### config.mk
export PLATFORM = sky130hd
export DESIGN_NAME = calendar_date_to_epoch_seconds
export DESIGN_NICKNAME = d
export VERILOG_FILES = /design/src/sv/cdes_pkg.sv /design/src/sv/calendar_date_to_epoch_seconds.sv
export SDC_FILE = /design/constraint.sdc
export NUM_CORES = 1
export LEC_CHECK = 0
export BUFFER_PORTS_ARGS = -buffer_cell sky130_fd_sc_hd__buf_2
export CELL_PAD_IN_SITES_DETAIL_PLACEMENT = 1
export CELL_PAD_IN_SITES_GLOBAL_PLACEMENT = 1
export CORE_ASPECT_RATIO = 1.4
export CORE_UTILIZATION = 35
export CTS_CLUSTER_DIAMETER = 60
export DETAILED_ROUTE_END_ITERATION = 6
export PLACE_DENSITY_LB_ADDON = 0.3
export SYNTH_ARGS = -nofsm -noshare
export SYNTH_HDL_FRONTEND = slang
export SYNTH_SLANG_ARGS = --single-unit
### constraint.sdc
create_clock -name clk -period 10.86 [get_ports clk]
set_input_delay 2.172 -clock clk [delete_from_list [all_inputs] [get_ports clk]]
set_output_delay 2.172 -clock clk [all_outputs]
set_load 0.005 [all_outputs]
### src/sv/cdes_pkg.sv
`timescale 1ns / 1ps

package cdes_pkg;

  localparam int unsigned BaseYear    = 2000;
  // Leap years in 1..1999 by the Gregorian rule
  localparam int unsigned LeapsBefore = 484;
  localparam int unsigned DaysPerYear = 365;
  localparam int unsigned SecsPerDay  = 86400;
  localparam int unsigned SecsPerHour = 3600;
  localparam int unsigned SecsPerMin  = 60;

  // floor(x / 100) == (x * Recip100) >> Recip100Shift, exact for x below 43690
  localparam int unsigned Recip100      = 5243;
  localparam int unsigned Recip100Shift = 19;

  localparam int unsigned MonthFirst = 1;
  localparam int unsigned MonthFeb   = 2;
  localparam int unsigned MonthLast  = 12;

  // Days before the first of the given month in a common year
  function automatic logic [8:0] month_start(input logic [3:0] month);
    logic [8:0] d;
    case (month)
      4'd1:    d = 9'd0;
      4'd2:    d = 9'd31;
      4'd3:    d = 9'd59;
      4'd4:    d = 9'd90;
      4'd5:    d = 9'd120;
      4'd6:    d = 9'd151;
      4'd7:    d = 9'd181;
      4'd8:    d = 9'd212;
      4'd9:    d = 9'd243;
      4'd10:   d = 9'd273;
      4'd11:   d = 9'd304;
      4'd12:   d = 9'd334;
      default: d = 9'd0;
    endcase
    return d;
  endfunction

endpackage

### src/sv/calendar_date_to_epoch_seconds.sv
`timescale 1ns / 1ps

// Converts a broken-down Gregorian date and time of day into seconds since
// 2000-01-01 00:00:00, wrapping modulo 2^32.
//
// Input channel: year, month, day, hour, minute, second with in_valid and
// in_ready. Output channel: epoch_seconds with out_valid and out_ready.
// A beat moves when valid and ready are both high at a rising edge.
//
// Four register stages: reciprocal products and time of day, leap counts and
// year days, day sum, then days times 86400 into the output register. One
// beat is taken per cycle while the output is not stalled. An accepted beat
// passes through stage 1, stage 2 and stage 3 to the output register, where
// out_valid rises. Throughput is one conversion per cycle unless stalled.
//
// When the receiver holds out_ready low with a result waiting, the whole
// pipeline holds and in_ready drops; nothing is lost or repeated. Stages that
// carry bubbles still hold during a stall.
//
// Synchronous reset clears all stage valid bits; the block is ready for input
// as soon as reset is released.
module calendar_date_to_epoch_seconds (
  input  logic        clk,
  input  logic        rst,
  input  logic        in_valid,
  output logic        in_ready,
  input  logic [11:0] year,
  input  logic [3:0]  month,
  input  logic [4:0]  day,
  input  logic [4:0]  hour,
  input  logic [5:0]  minute,
  input  logic [5:0]  second,
  output logic        out_valid,
  input  logic        out_ready,
  output logic [31:0] epoch_seconds
);

  logic adv;
  assign adv      = !out_valid || out_ready;
  assign in_ready = adv;

  // Stage 1
  logic        v1;
  logic [24:0] s1_px;
  logic [22:0] s1_pq;
  logic [24:0] s1_py;
  logic [11:0] s1_year;
  logic [9:0]  s1_q4;
  logic        s1_gt;
  logic [11:0] s1_n;
  logic [8:0]  s1_mdays;
  logic        s1_late;
  logic [4:0]  s1_dm1;
  logic [16:0] s1_tod;

  logic [11:0] xm1;
  logic        mvalid;
  assign xm1    = year - 12'd1;
  assign mvalid = (month >= 4'(cdes_pkg::MonthFirst)) && (month <= 4'(cdes_pkg::MonthLast));

  always_ff @(posedge clk) begin
    if (rst) begin
      v1 <= 1'b0;
    end else if (adv) begin
      v1 <= in_valid;
    end
    if (adv) begin
      s1_px    <= 25'(xm1) * 25'(cdes_pkg::Recip100);
      s1_pq    <= 23'(xm1[11:2]) * 23'(cdes_pkg::Recip100);
      s1_py    <= 25'(year) * 25'(cdes_pkg::Recip100);
      s1_year  <= year;
      s1_q4    <= xm1[11:2];
      s1_gt    <= year > 12'(cdes_pkg::BaseYear);
      s1_n     <= year - 12'(cdes_pkg::BaseYear);
      s1_mdays <= mvalid ? cdes_pkg::month_start(month) : 9'd0;
      s1_late  <= mvalid && (month > 4'(cdes_pkg::MonthFeb));
      s1_dm1   <= (day != 5'd0) ? day - 5'd1 : 5'd0;
      s1_tod   <= 17'(hour) * 17'(cdes_pkg::SecsPerHour)
                + 17'(minute) * 17'(cdes_pkg::SecsPerMin)
                + 17'(second);
    end
  end

  // Stage 2
  localparam int unsigned Sh = cdes_pkg::Recip100Shift;

  logic        v2;
  logic [20:0] s2_n365;
  logic [9:0]  s2_leaps;
  logic        s2_gt;
  logic [8:0]  s2_mdays;
  logic [4:0]  s2_dm1;
  logic [16:0] s2_tod;

  logic [5:0]  q100;
  logic [3:0]  q400;
  logic [5:0]  qy100;
  logic [10:0] leaps_full;
  logic [11:0] ry;
  logic        leap;

  assign q100       = s1_px[Sh+5:Sh];
  assign q400       = s1_pq[Sh+3:Sh];
  assign qy100      = s1_py[Sh+5:Sh];
  // Only meaningful above the base year, where it stays non-negative
  assign leaps_full = 11'(s1_q4) - 11'(q100) + 11'(q400) - 11'(cdes_pkg::LeapsBefore);
  assign ry         = s1_year - 12'(qy100) * 12'd100;
  // Divisible by 400 means remainder 0 and a century count divisible by 4
  assign leap       = (s1_year[1:0] == 2'b00) && ((ry != 12'd0) || (qy100[1:0] == 2'b00));

  always_ff @(posedge clk) begin
    if (rst) begin
      v2 <= 1'b0;
    end else if (adv) begin
      v2 <= v1;
    end
    if (adv) begin
      s2_n365  <= 21'(s1_n) * 21'(cdes_pkg::DaysPerYear);
      s2_leaps <= leaps_full[9:0];
      s2_gt    <= s1_gt;
      s2_mdays <= s1_mdays + 9'(s1_late && leap);
      s2_dm1   <= s1_dm1;
      s2_tod   <= s1_tod;
    end
  end

  // Stage 3
  logic        v3;
  logic [19:0] s3_days;
  logic [16:0] s3_tod;

  always_ff @(posedge clk) begin
    if (rst) begin
      v3 <= 1'b0;
    end else if (adv) begin
      v3 <= v2;
    end
    if (adv) begin
      s3_days <= (s2_gt ? 20'(s2_n365) + 20'(s2_leaps) : 20'd0)
               + 20'(s2_mdays) + 20'(s2_dm1);
      s3_tod  <= s2_tod;
    end
  end

  // Output stage
  always_ff @(posedge clk) begin
    if (rst) begin
      out_valid <= 1'b0;
    end else if (adv) begin
      out_valid <= v3;
    end
    if (adv) begin
      epoch_seconds <= 32'(s3_days) * 32'(cdes_pkg::SecsPerDay) + 32'(s3_tod);
    end
  end

  // An accepted beat reaches the output when the pipeline keeps advancing through stage 2, stage 3 and the output stage
  assert property (@(posedge clk) disable iff (rst)
    (in_valid && in_ready) ##1 in_ready ##1 in_ready ##1 in_ready |=> out_valid)
    else $error("accepted beat did not reach the output");

  // A result cannot appear unless the pipeline advanced
  assert property (@(posedge clk) disable iff (rst)
    $rose(out_valid) |-> $past(in_ready))
    else $error("result appeared while the pipeline was held");

  assert property (@(posedge clk)
    $past(rst) |-> !out_valid && !v1 && !v2 && !v3)
    else $error("pipeline not empty after reset");

endmodule

# Word level (Yosys, flattened, before mapping)

Memory sizes are Yosys's and may differ from the RTL's. A register that Yosys moved wholly into a read port is not among the register bits.
Index checks and enable logic that the tools add are counted.

Bits in registers: 266
Word-level logic and storage cells: 63
Bits in read-only memories: 144
Input bits: 42
Output and inout bits: 34
Memories: 1

Memory list:

| name            | depth | width | read ports | clocked after memory_dff | write ports | RTL line       | text |
|---|---|---|---|---|---|---|---|
| (no name shown) | 16    | 9     | 1          | 1                        | 0           | cdes_pkg.sv:24 | `case (month)` |

Reduce and logical (&&, ||, !) cells: 12
Add/subtract/negate cells: 14
Multipliers: 8
Order comparisons: 4
Muxes and demuxes: 1

Operator list:

| kind                     | count |
|---|---|
| $mul A12 B13 Y25 const B | 2 |
| $add A32 B17 Y32         | 1 |
| $mul A20 B10 Y25 const B | 1 |
| $mul A10 B13 Y23 const B | 1 |
| $add A20 B10 Y20         | 1 |
| $add A20 B5 Y20          | 1 |
| $add A20 B9 Y20          | 1 |
| $mul A12 B9 Y20 const B  | 1 |
| $mux W20                 | 1 |
| $add A17 B12 Y17         | 1 |
| $add A17 B6 Y17          | 1 |
| $mul A5 B8 Y13 const B   | 1 |
| $gt A12 B11 Y1 const B   | 1 |
| $reduce_bool A12 Y1      | 1 |
| $sub A12 B1 Y12 const B  | 1 |
| $sub A12 B11 Y12 const B | 1 |
| $sub A12 B12 Y12         | 1 |
| $add A10 B4 Y10          | 1 |
| $mul A6 B4 Y10 const B   | 1 |
| $mul A6 B5 Y10 const B   | 1 |
| $sub A10 B6 Y10          | 1 |
| $sub A10 B9 Y10 const B  | 1 |
| $add A9 B1 Y9            | 1 |
| $reduce_bool A5 Y1       | 1 |
| 8 further kinds          | 14 |

# Longest topological paths before layout

Gate-level depths: netlist of the first run.

Word-level depth: 7
Depth in mapped cells: 29
Mapped depth without buffers: 29

# Worst setup path after synthesis of the first run

OpenSTA, ideal clock, no wires.

Path type: input port to output port
Start point: input port out_ready
End point: output port in_ready
Required time: 8688 ps
Arrival: 8136 ps
Buffers on the path: 1
Setup slack: 552 ps
Stages: 2
Path through: nand2b_1 clkbuf_1

Cells in the longest elaborated chain, start to end: 1

RTL lines:

| element            | RTL line                             | text |
|---|---|---|
| start, declared    | calendar_date_to_epoch_seconds.sv:34 | `input logic out_ready,` |
| $logic_or A1 B1 Y1 | calendar_date_to_epoch_seconds.sv:39 | `assign adv = !out_valid \|\| out_ready;` |
| end, declared      | calendar_date_to_epoch_seconds.sv:26 | `output logic in_ready,` |

Every way passes these cells.

# Worst setup path after layout of the first run

Start point: input port year[2]
End point: register s1_px[23], data pin

Cells in the longest elaborated chain, start to end: 2

RTL lines:

| element              | RTL line                             | text |
|---|---|---|
| start, declared      | calendar_date_to_epoch_seconds.sv:27 | `input logic [11:0] year,` |
| $sub A12 B1 Y12      | calendar_date_to_epoch_seconds.sv:58 | `assign xm1 = year - 12'd1;` |
| via xm1[11]          | calendar_date_to_epoch_seconds.sv:56 | `logic [11:0] xm1;` |
| $mul A12 B13 Y25     | calendar_date_to_epoch_seconds.sv:68 | `s1_px <= 25'(xm1) * 25'(cdes_pkg::Recip100);` |
| end signal, assigned | calendar_date_to_epoch_seconds.sv:68 |  |
| end, declared        | calendar_date_to_epoch_seconds.sv:44 | `logic [24:0] s1_px;` |

The timed path passes the listed nets, and every way through them passes these cells.
A chain may end at the register's enable or synchronous reset.

==> results of run 1 <==
## critical path: cells and delay by family
family / cells / cell delay [ns]
fa+ha+maj: 8 / 3.01
xor+xnor: 3 / 0.69
buf+inv: 7 / 0.75
compound gates: 10 / 2.03
simple gates: 2 / 0.48
## cells by family (layout without fill, tap and decap cells)
family / after synthesis / count (layout) / share of synthesized area, %
flops: 214 / 214 / 27.55
xor+xnor: 166 / 166 / 6.353
mux: 10 / 10 / 0.4480
fa+ha+maj: 652 / 652 / 41.74
compound gates: 321 / 321 / 9.182
simple gates: 325 / 325 / 7.055
other cells: 0 / 1 / 0
buf+inv: 473 / 595 / 7.676
## layout by cell type, fill, tap and decap left out, types with 5 or more instances in the layout
cell | synthesis | layout
inv_1 | 461 | 461
ha_1 | 450 | 450
edfxtp_1 | 210 | 210
fa_1 | 202 | 202
xnor2_1 | 120 | 120
a21oi_1 | 94 | 94
nor2_1 | 82 | 82
buf_2 | 3 | 75
nand2_1 | 73 | 73
o21ai_0 | 49 | 49
a21o_1 | 45 | 45
xor2_1 | 45 | 45
nor3_1 | 31 | 31
clkbuf_16 | 0 | 29
nand3_1 | 26 | 26
o21bai_1 | 20 | 20
o21a_1 | 16 | 16
nand2b_1 | 17 | 16
nor2b_1 | 15 | 15
o211ai_1 | 14 | 14
nand4_1 | 14 | 14
and3_1 | 14 | 14
a31oi_1 | 13 | 13
and2_1 | 11 | 11
a21boi_0 | 9 | 9
or2_2 | 9 | 9
a211oi_1 | 9 | 9
mux2i_1 | 7 | 7
o31ai_1 | 6 | 6
or3_1 | 5 | 5
clkinv_4 | 0 | 5
buf_4 | 0 | 5
## metrics by stage
stage                     setup WS (ns)  hold WS [ns]  utilization, %
final                             2.067        0.4188           39.00
after global routing              1.552        0.4223           39.00
after CTS                         2.049        0.4203           38.99
after detailed placement          1.431        0.4056           37.54
after global placement            1.629        0.4007           37.54
after floorplan                  0.5519        0.4003               -
## worst max path at each step
stage	from	to	slack [ns]	cells past startpoint
floorplan	out_ready	in_ready	0.55	2
global placement	year[2]	s1_px[23]$_DFFE_PP_	1.63	30
finish	year[2]	s1_px[23]$_DFFE_PP_	2.07	30
detailed placement	year[2]	s1_px[23]$_DFFE_PP_	1.43	30
CTS	year[2]	s1_px[23]$_DFFE_PP_	2.05	30
global route	year[2]	s1_px[23]$_DFFE_PP_	1.55	30
## state kept, by name, indices dropped and copies added (netlist names), 5 cells and up
register       cells
epoch_seconds     32
s1_dm1             5
s1_mdays           9
s1_n               8
s1_pq              5
s1_px              6
s1_py              7
s1_q4              9
s1_tod            17
s1_year           11
s2_dm1             5
s2_leaps          10
s2_mdays           9
s2_n365           20
s2_tod            17
s3_days           20
s3_tod            17
## final cells by class
class                   instances  area, sq um  area share [%]
flip-flops and latches        214         6386           24.98
well taps                     847         1060           4.145
inverters                     461         1730           6.769
repair buffers                 80        412.9           1.615
multi-input cells            1474        15020           58.76
clock buffers                  33        740.7           2.897
clock inverters                21        210.2          0.8222
diodes                          1        2.502        0.009789
## routing by layer
metal	share of wire [%]	up-vias	GRT usage (%)
li1	-	7505	-
met1	36	7623	15.24
met2	59	129	32.83
met3	2.2	82	1.721
met4	2.8	2	5.313
met5	0.020	-	0
==> impl_metrics.csv, run 1 <==
group,metric,value,unit
status,status,"finished with violations",
status,violations,"DRC",
final_layout,fillers,7288,
place,gp_congestion,0.8643,
clock_tree,clock-sinks,214,
worst_setup_path,rr_worst_depth,16,
sta,worst_pin_slew,0.9575,ns
route,vias_per_cell,4.900,
global_route,overflow,0,
global_route,antenna_found_initial,2,
floorplan,die-area,67280,sq um
clock_tree,ctsResizeCount,0,
worst_setup_path,worst_path_largest_cell_delay,0.54,ns
final_layout,finalNonFillerCells,3131,
worst_setup_path,crit_arrival,9.12,ns
clock_tree,cts.clk_slew.worst_paths,0.06,ns
yosys,synthesis.area,23180,sq um
sta,fin_worst_skew,0.01701,ns
yosys,syn-num-nets,2855,
worst_setup_path,worstPathRequired,11.19,ns
route,routedWlPerCell,16.12,um
yosys,synth-warning-count,0,
yosys,synth.most_common_cell,"inv_1",
hold_path,whs_path_depth,0,
hold_path,hold_end,"s2_tod[8]$_DFFE_PP_",
final_layout,synthToLayoutAreaGrowth,10.29,%
clock_tree,holdBufCountCts,0,
yosys,ys_top_cells_by_count,"461 x inv_1, 450 x ha_1, 210 x edfxtp_1",
final_layout,drive_gt1_share,6.877,%
clock_tree,cts_max_level,1,
sta,fin_setup_tns,0,ns
worst_setup_path,path_max_fanout,11,
clock_tree,clock_latency,0.59,ns
clock_tree,clockBufferDepth,3,
global_route,track_usage,15.69,%
yosys,synth_cell_types,73,
place,postPlaceCellArea,24610,sq um
hold_path,holdCritPathClass,"reg2reg",
worst_setup_path,rrSetupSlack,5.15,ns
route,route.detailed.drc,8,
worst_setup_path,r2r_start,"s3_days[5]$_DFFE_PP_",
global_route,grt_pass1_wl,84870,um
yosys,yosys-top-cells-area,"edfxtp_1 27%, ha_1 24%, fa_1 17%, inv_1 7.5%, xnor2_1 4.5%",
place,dp_cells,3076,
floorplan,die_y,306.5,um
clock_tree,cts_buffers,29,
sta,report.final.slew_viol_count,0,
route,first_pass_iters,6,
route,wirelength,50490,um
worst_setup_path,r2r-end,"epoch_seconds[31]$_DFFE_PP_",
clock_tree,cts_tree,"built",
yosys,synth_edf_count,210,
route,drtAntennaViolNets,0,
route,drtIter0Drc,358,
sta,hold_viol,0,
floorplan,ios,76,
clock_tree,cts_setup_buffers,0,
sta,setup_viol,0,
hold_path,hold_start,"s1_tod[8]$_DFFE_PP_",
job,drv_cap,0,
place,dp_hpwl,43560,um
global_route,grt_max_degree,71,
sta,post-route-min-period,8.793,ns
sta,max_freq,113.7,MHz
worst_setup_path,path_class,"in2reg",
worst_setup_path,timing.critical_path.mode_cell,"inv_1",
yosys,yosysTopAreaCell,"edfxtp_1",
yosys,synth_seq_cells,214,
sta,finalCritPeriodShare,80.97,%
yosys,syn_inst,2161,
sta,relSlewSlack,36.17,%
final_layout,final_area,25560,sq um
worst_setup_path,crit_path_end_kind,"flip-flop",
route,vias,15340,
clock_tree,cts_root_buf,"clkbuf_16",
yosys,syn-mean-instance-area,10.73,sq um
sta,rsz0062_at_grt,"no",
floorplan,initial_utilization,35.36,%
floorplan,std_cell_rows,111,
floorplan,die_x,219.5,um
yosys,ys_async_sr_fraction,0,%
worst_setup_path,start_kind,"input pin",
global_route,grt_pass1_vias,17500,
yosys,synth_top_area_share,27.21,%
final_layout,final_nets,2954,
floorplan,core_area,65550,sq um
yosys,yosysSeqAreaShare,27.55,%
worst_setup_path,slowest_stage,"fa_1",
yosys,synth-main-ff-cell,"edfxtp_1",
place,io_buffers,75,
Power of run 1 is left out: the tool's default activity adds up to more than one toggle a clock period on the data nets, which glitch-free logic cannot reach.
==> run 2, diff against run 1 <==
==> constraint.sdc (replaced) <==
create_clock -name clk -period 7.6 [get_ports clk]
set_input_delay 1.52 -clock clk [delete_from_list [all_inputs] [get_ports clk]]
set_output_delay 1.52 -clock clk [all_outputs]
set_load 0.005 [all_outputs]
==> impl_metrics.csv, run 2 (synthesis results as in run 1) <==
group,metric,value,unit
worst_setup_path,crit_arrival,7.65,ns
clock_tree,clock-sinks,214,
clock_tree,cts_buffers,27,
final_layout,diodes,0,
final_layout,drive_gt1_share,8.578,%
worst_setup_path,worstPathRequired,7.93,ns
clock_tree,cts_max_level,1,
sta,max_freq,136.6,MHz
clock_tree,cts_tree,"built",
final_layout,final_common_cell,"inv_1",
sta,fin_setup_tns,0,ns
floorplan,std_cell_rows,111,
place,gp_congestion,0.8715,
clock_tree,clockBufferDepth,3,
floorplan,core_area,65550,sq um
place,dp_hpwl,43760,um
sta,post-route-min-period,7.323,ns
worst_setup_path,path_class,"in2reg",
route,routedWlPerCell,16.09,um
status,status,"finished with violations",
route,drtIter0Drc,316,
final_layout,fillers,7273,
clock_tree,cts_root_buf,"clkbuf_16",
final_layout,synthToLayoutAreaGrowth,11.47,%
sta,holdWs,0.4196,ns
floorplan,die_y,306.5,um
final_layout,multi_input_area,15060,sq um
floorplan,ios,76,
sta,fin_worst_skew,0.01445,ns
global_route,antenna_found_initial,2,
final_layout,layout_common_cells,"460 x inv_1, 450 x ha_1, 210 x edfxtp_1",
sta,setup_viol,0,
worst_setup_path,path_max_fanout,3,
sta,finalCritPeriodShare,96.36,%
global_route,track_usage,15.87,%
floorplan,die-area,67280,sq um
sta,worst_pin_slew,0.9703,ns
route,route.detailed.drc,4,
worst_setup_path,worst_path_largest_cell_delay,0.55,ns
place,place_ws,-0.3733,ns
route,wirelength,50940,um
sta,report.final.slew_viol_count,0,
worst_setup_path,slowest_stage,"fa_1",
floorplan,die_x,219.5,um
worst_setup_path,start_kind,"input pin",
sta,relSlewSlack,35.31,%
floorplan,initial_utilization,35.36,%
global_route,grt_pass1_wl,85810,um
final_layout,largest_registers,"epoch_seconds: 32 flops, s2_n365: 20 flops, s3_days: 20 flops",
global_route,grt_max_degree,77,
sta,rsz0062_at_grt,"no",
sta,fin_ws,0.2768,ns
hold_path,holdCritPathClass,"reg2reg",
worst_setup_path,crit_path_end_kind,"flip-flop",
sta,hold_viol,0,
route,vias,15440,
clock_tree,cts.clk_slew.worst_paths,0.06,ns
final_layout,top_register,"epoch_seconds",
status,violations,"DRC",
clock_tree,clock_latency,0.58,ns
global_route,overflow,0,
job,drv_cap,0,
route,vias_per_cell,4.876,
place,io_buffers,75,
final_layout,final_nets,2995,
final_layout,largest_register_ffs,32,
route,first_pass_iters,7,
final_layout,ff_latch_area,6386,sq um
route,drtAntennaViolNets,0,
global_route,grt_pass1_vias,17780,
run 2: changes by cell type in the layout (fill, tap and decap cells not counted), sizes merged:
cell,before,now
clkinvlp,3,1
clkbuf,33,28
inv,467,466
clkinv,11,13
buf,80,123
diode,1,0
run 2: critical path, delay by kind of cell:
| family | cells | cell delay (ns) |
|---|---|---|
| AOI/OAI and AO/OA | 10 | 1.77 |
| adders and majority gates | 8 | 3.03 |
| buffers and inverters | 7 | 0.44 |
| xor gates and xnor gates | 3 | 0.39 |
| and+or+nand+nor | 2 | 0.50 |
run 2: cell type report:
class                      count  share of cell area, %
timing repair buffer         123                  2.847
multi-input combinational   1474                  58.29
tap                          847                  4.102
inverter                     461                  6.697
clock inverter                20                 0.7215
sequential                   214                  24.72
clock buffer                  28                  2.629
run 2: path summary, 6_finish.rpt:
check                            start                           to  slack, ns  depth (start not counted)
setup / recovery               year[1]          s1_px[23]$_DFFE_PP_       0.28                         30
hold / removal     s2_tod[8]$_DFFE_PP_          s3_tod[8]$_DFFE_PP_       0.42                          0
setup reg to reg  s3_days[5]$_DFFE_PP_  epoch_seconds[31]$_DFFE_PP_       1.79                         16
hold reg to reg    s2_tod[8]$_DFFE_PP_          s3_tod[8]$_DFFE_PP_       0.42                          0
run 2: repair_timing:
action	CTS	global route
gates resized for setup	0	1
hold buffers	0	0
setup endpoints to repair	0	2
setup buffers	0	0
run 2: per-stage QoR:
step | utilization, % | std cells | cell area, sq um
after global placement | 38.09 | 3119 | 24970
after CTS | 39.41 | 3167 | 25830
after global routing | 39.42 | 3167 | 25840
final | 39.42 | 3167 | 25840
after detailed placement | 38.09 | 3119 | 24970
after floorplan | - | 2161 | 23220
run 2: layer usage:
| metal | GRT usage, % | vias to the layer above | part of all wire [%] |
|---|---|---|---|
| met1 | 15.51 | 7643 | 36 |
| met3 | 1.682 | 91 | 2.2 |
| li1 | - | 7568 | - |
| met2 | 33.26 | 136 | 59 |
| met4 | 5.136 | 4 | 2.9 |
| met5 | 0 | - | 0.049 |
Power of run 2 is left out for the same reason.
==> run 3, diff against run 2 <==
--- a/config.mk
+++ b/config.mk
@@ -5,6 +5,7 @@
 export SDC_FILE = /design/constraint.sdc
 export NUM_CORES = 1
 export LEC_CHECK = 0
+export ABC_AREA = 1
 export BUFFER_PORTS_ARGS = -buffer_cell sky130_fd_sc_hd__buf_2
 export CELL_PAD_IN_SITES_DETAIL_PLACEMENT = 1
 export CELL_PAD_IN_SITES_GLOBAL_PLACEMENT = 1
==> impl_metrics.csv, run 3 <==
group,metric,value,unit
route,routedWlPerCell,15.90,um
route,drtAntennaViolNets,0,
clock_tree,cts_buffers,27,
route,route.met2.wl,35480,um
clock_tree,clockBufferDepth,3,
yosys,synth_top_area_share,25.59,%
route,vias,18320,
route,drtIter0Drc,497,
worst_setup_path,start_kind,"input pin",
floorplan,die_x,226.3,um
global_route,antenna_found_initial,6,
yosys,syn_inst,2718,
worst_setup_path,path_class,"in2reg",
yosys,ys_top_cells_by_count,"614 x inv_1, 462 x nand2_1, 450 x ha_1",
global_route,overflow,0,
job,drv_cap,0,
floorplan,core_area,69320,sq um
sta,rsz0062_at_grt,"no",
sta,report.final.slew_viol_count,0,
route,vias_per_cell,4.839,
sta,fin_worst_skew,0.02095,ns
yosys,yosysTopAreaCell,"edfxtp_1",
yosys,synth-warning-count,0,
clock_tree,holdBufCountCts,0,
sta,fin_setup_tns,0,ns
status,status,"complete, no violations",
final_layout,final_nets,3526,
route,met3_length,1214,um
final_layout,final_common_cell,"inv_1",
yosys,synth_edf_count,210,
yosys,yosysSeqAreaShare,25.91,%
yosys,syn-num-nets,3412,
sta,relSlewSlack,46.32,%
route,wirelength,60170,um
route,first_pass_iters,7,
global_route,grt_max_degree,148,
hold_path,holdCritPathClass,"reg2reg",
yosys,synth_cell_types,45,
floorplan,std_cell_rows,114,
place,dp_hpwl,52690,um
worst_setup_path,crit_path_end_kind,"flip-flop",
place,io_buffers,75,
worst_setup_path,worst_path_largest_cell_delay,0.56,ns
yosys,synth_top_family_by_area,"adder cells",
floorplan,die-area,71500,sq um
yosys,synthesis.area,24650,sq um
sta,post-route-min-period,6.922,ns
worst_setup_path,timing.critical_path.mode_cell,"nand2_1",
final_layout,post-route-util,39.33,%
sta,hold_viol,0,
clock_tree,clock-sinks,214,
yosys,synth-main-ff-cell,"edfxtp_1",
clock_tree,cts_max_level,1,
route,wl_met1,21080,um
floorplan,initial_utilization,35.55,%
yosys,synth_compound_area_share,6.244,%
yosys,synth.most_common_cell,"inv_1",
worst_setup_path,path_max_fanout,9,
final_layout,drive_gt1_share,6.274,%
yosys,syn-mean-instance-area,9.068,sq um
yosys,yosys-top-cells-area,"edfxtp_1 26%, ha_1 23%, fa_1 16%, inv_1 9.4%, nand2_1 7.0%",
route,route.detailed.drc,0,
sta,setup_viol,0,
yosys,synth_seq_cells,214,
yosys,synth_xor_xnor_area_share,4.797,%
route,routed.top_layer,"met5",
clock_tree,ctsResizeCount,0,
final_layout,fillers,8215,
final_layout,largest_register_ffs,32,
clock_tree,cts_setup_buffers,0,
clock_tree,cts.clk_slew.worst_paths,0.06,ns
sta,max_freq,144.5,MHz
worst_setup_path,slowest_stage,"fa_1",
yosys,synth_fa_ha_area_share,39.25,%
worst_setup_path,worstPathRequired,7.91,ns
clock_tree,cts_root_buf,"clkbuf_16",
final_layout,largest_registers,"epoch_seconds: 32 flops, s2_n365: 20 flops, s3_days: 20 flops",
yosys,synth_simple_gate_area_share,14.37,%
floorplan,die_y,316.0,um
sta,finalCritPeriodShare,91.08,%
place,gp_congestion,0.9189,
sta,worst_pin_slew,0.8051,ns
yosys,synth.area.mux_share,0,%
final_layout,layout_common_cells,"613 x inv_1, 462 x nand2_1, 450 x ha_1",
final_layout,synthToLayoutAreaGrowth,10.61,%
final_layout,top_register,"epoch_seconds",
worst_setup_path,crit_arrival,7.23,ns
yosys,ys_async_sr_fraction,0,%
global_route,grt_pass1_wl,99770,um
clock_tree,clock_latency,0.59,ns
clock_tree,cts_tree,"built",
floorplan,ios,76,
global_route,track_usage,17.46,%
global_route,grt_pass1_vias,20530,
## run 3: worst max-delay path: cells and delay by family
family | cells | cell delay, ns
buf+inv | 8 | 0.78
fa+ha+maj | 8 | 3.06
compound gates | 4 | 0.63
simple gates | 10 | 0.91
xor+xnor | 2 | 0.34
## run 3: final timing paths
check	startpoint	cells after the start	slack, ns	end
hold reg to reg	s1_tod[5]$_DFFE_PP_	0	0.42	s2_tod[5]$_DFFE_PP_
hold / removal	s1_tod[5]$_DFFE_PP_	0	0.42	s2_tod[5]$_DFFE_PP_
setup reg to reg	s3_days[3]$_DFFE_PP_	27	2.23	epoch_seconds[29]$_DFFE_PP_
setup / recovery	year[1]	32	0.68	s1_px[24]$_DFFE_PP_
## run 3: cells by family after synthesis
family	after synthesis
AND/OR/NAND/NOR	817
adder cells (fa/ha/maj)	652
buffers and inverters	619
AO/OA/AOI/OAI	281
flip-flops	214
XOR/XNOR	135
## run 3: layout make-up
type                       instances  area [sq um]  area share [%]
tap                              928          1161           4.259
clock inverter                    21         279.0           1.024
timing repair buffer              88         485.5           1.781
antenna                            4         10.01         0.03672
multi-input combinational       1885         15940           58.46
sequential                       214          6386           23.43
clock buffer                      29         683.2           2.506
inverter                         616          2320           8.509
## run 3: layer usage
metal,track usage [%],vias to the layer above
li1,-,9023
met1,16.39,8994
met2,37.14,191
met3,1.552,105
met4,7.141,2
met5,0,-
## run 3: through the flow
| stage | setup slack (ns) | hold slack [ns] | cells | area (sq um) |
|---|---|---|---|---|
| 5_1_grt | 0.2000 | 0.4247 | 3782 | 27250 |
| 3_3_place_gp | 0.3348 | 0.4003 | 3731 | 26290 |
| 4_1_cts | 0.6851 | 0.4196 | 3781 | 27250 |
| 2_1_floorplan | 0.3503 | 0.4003 | 2718 | 24650 |
| 3_5_place_dp | 0.09945 | 0.4052 | 3731 | 26290 |
| 6_report | 0.6781 | 0.4187 | 3785 | 27260 |
Power of run 3 is left out for the same reason.
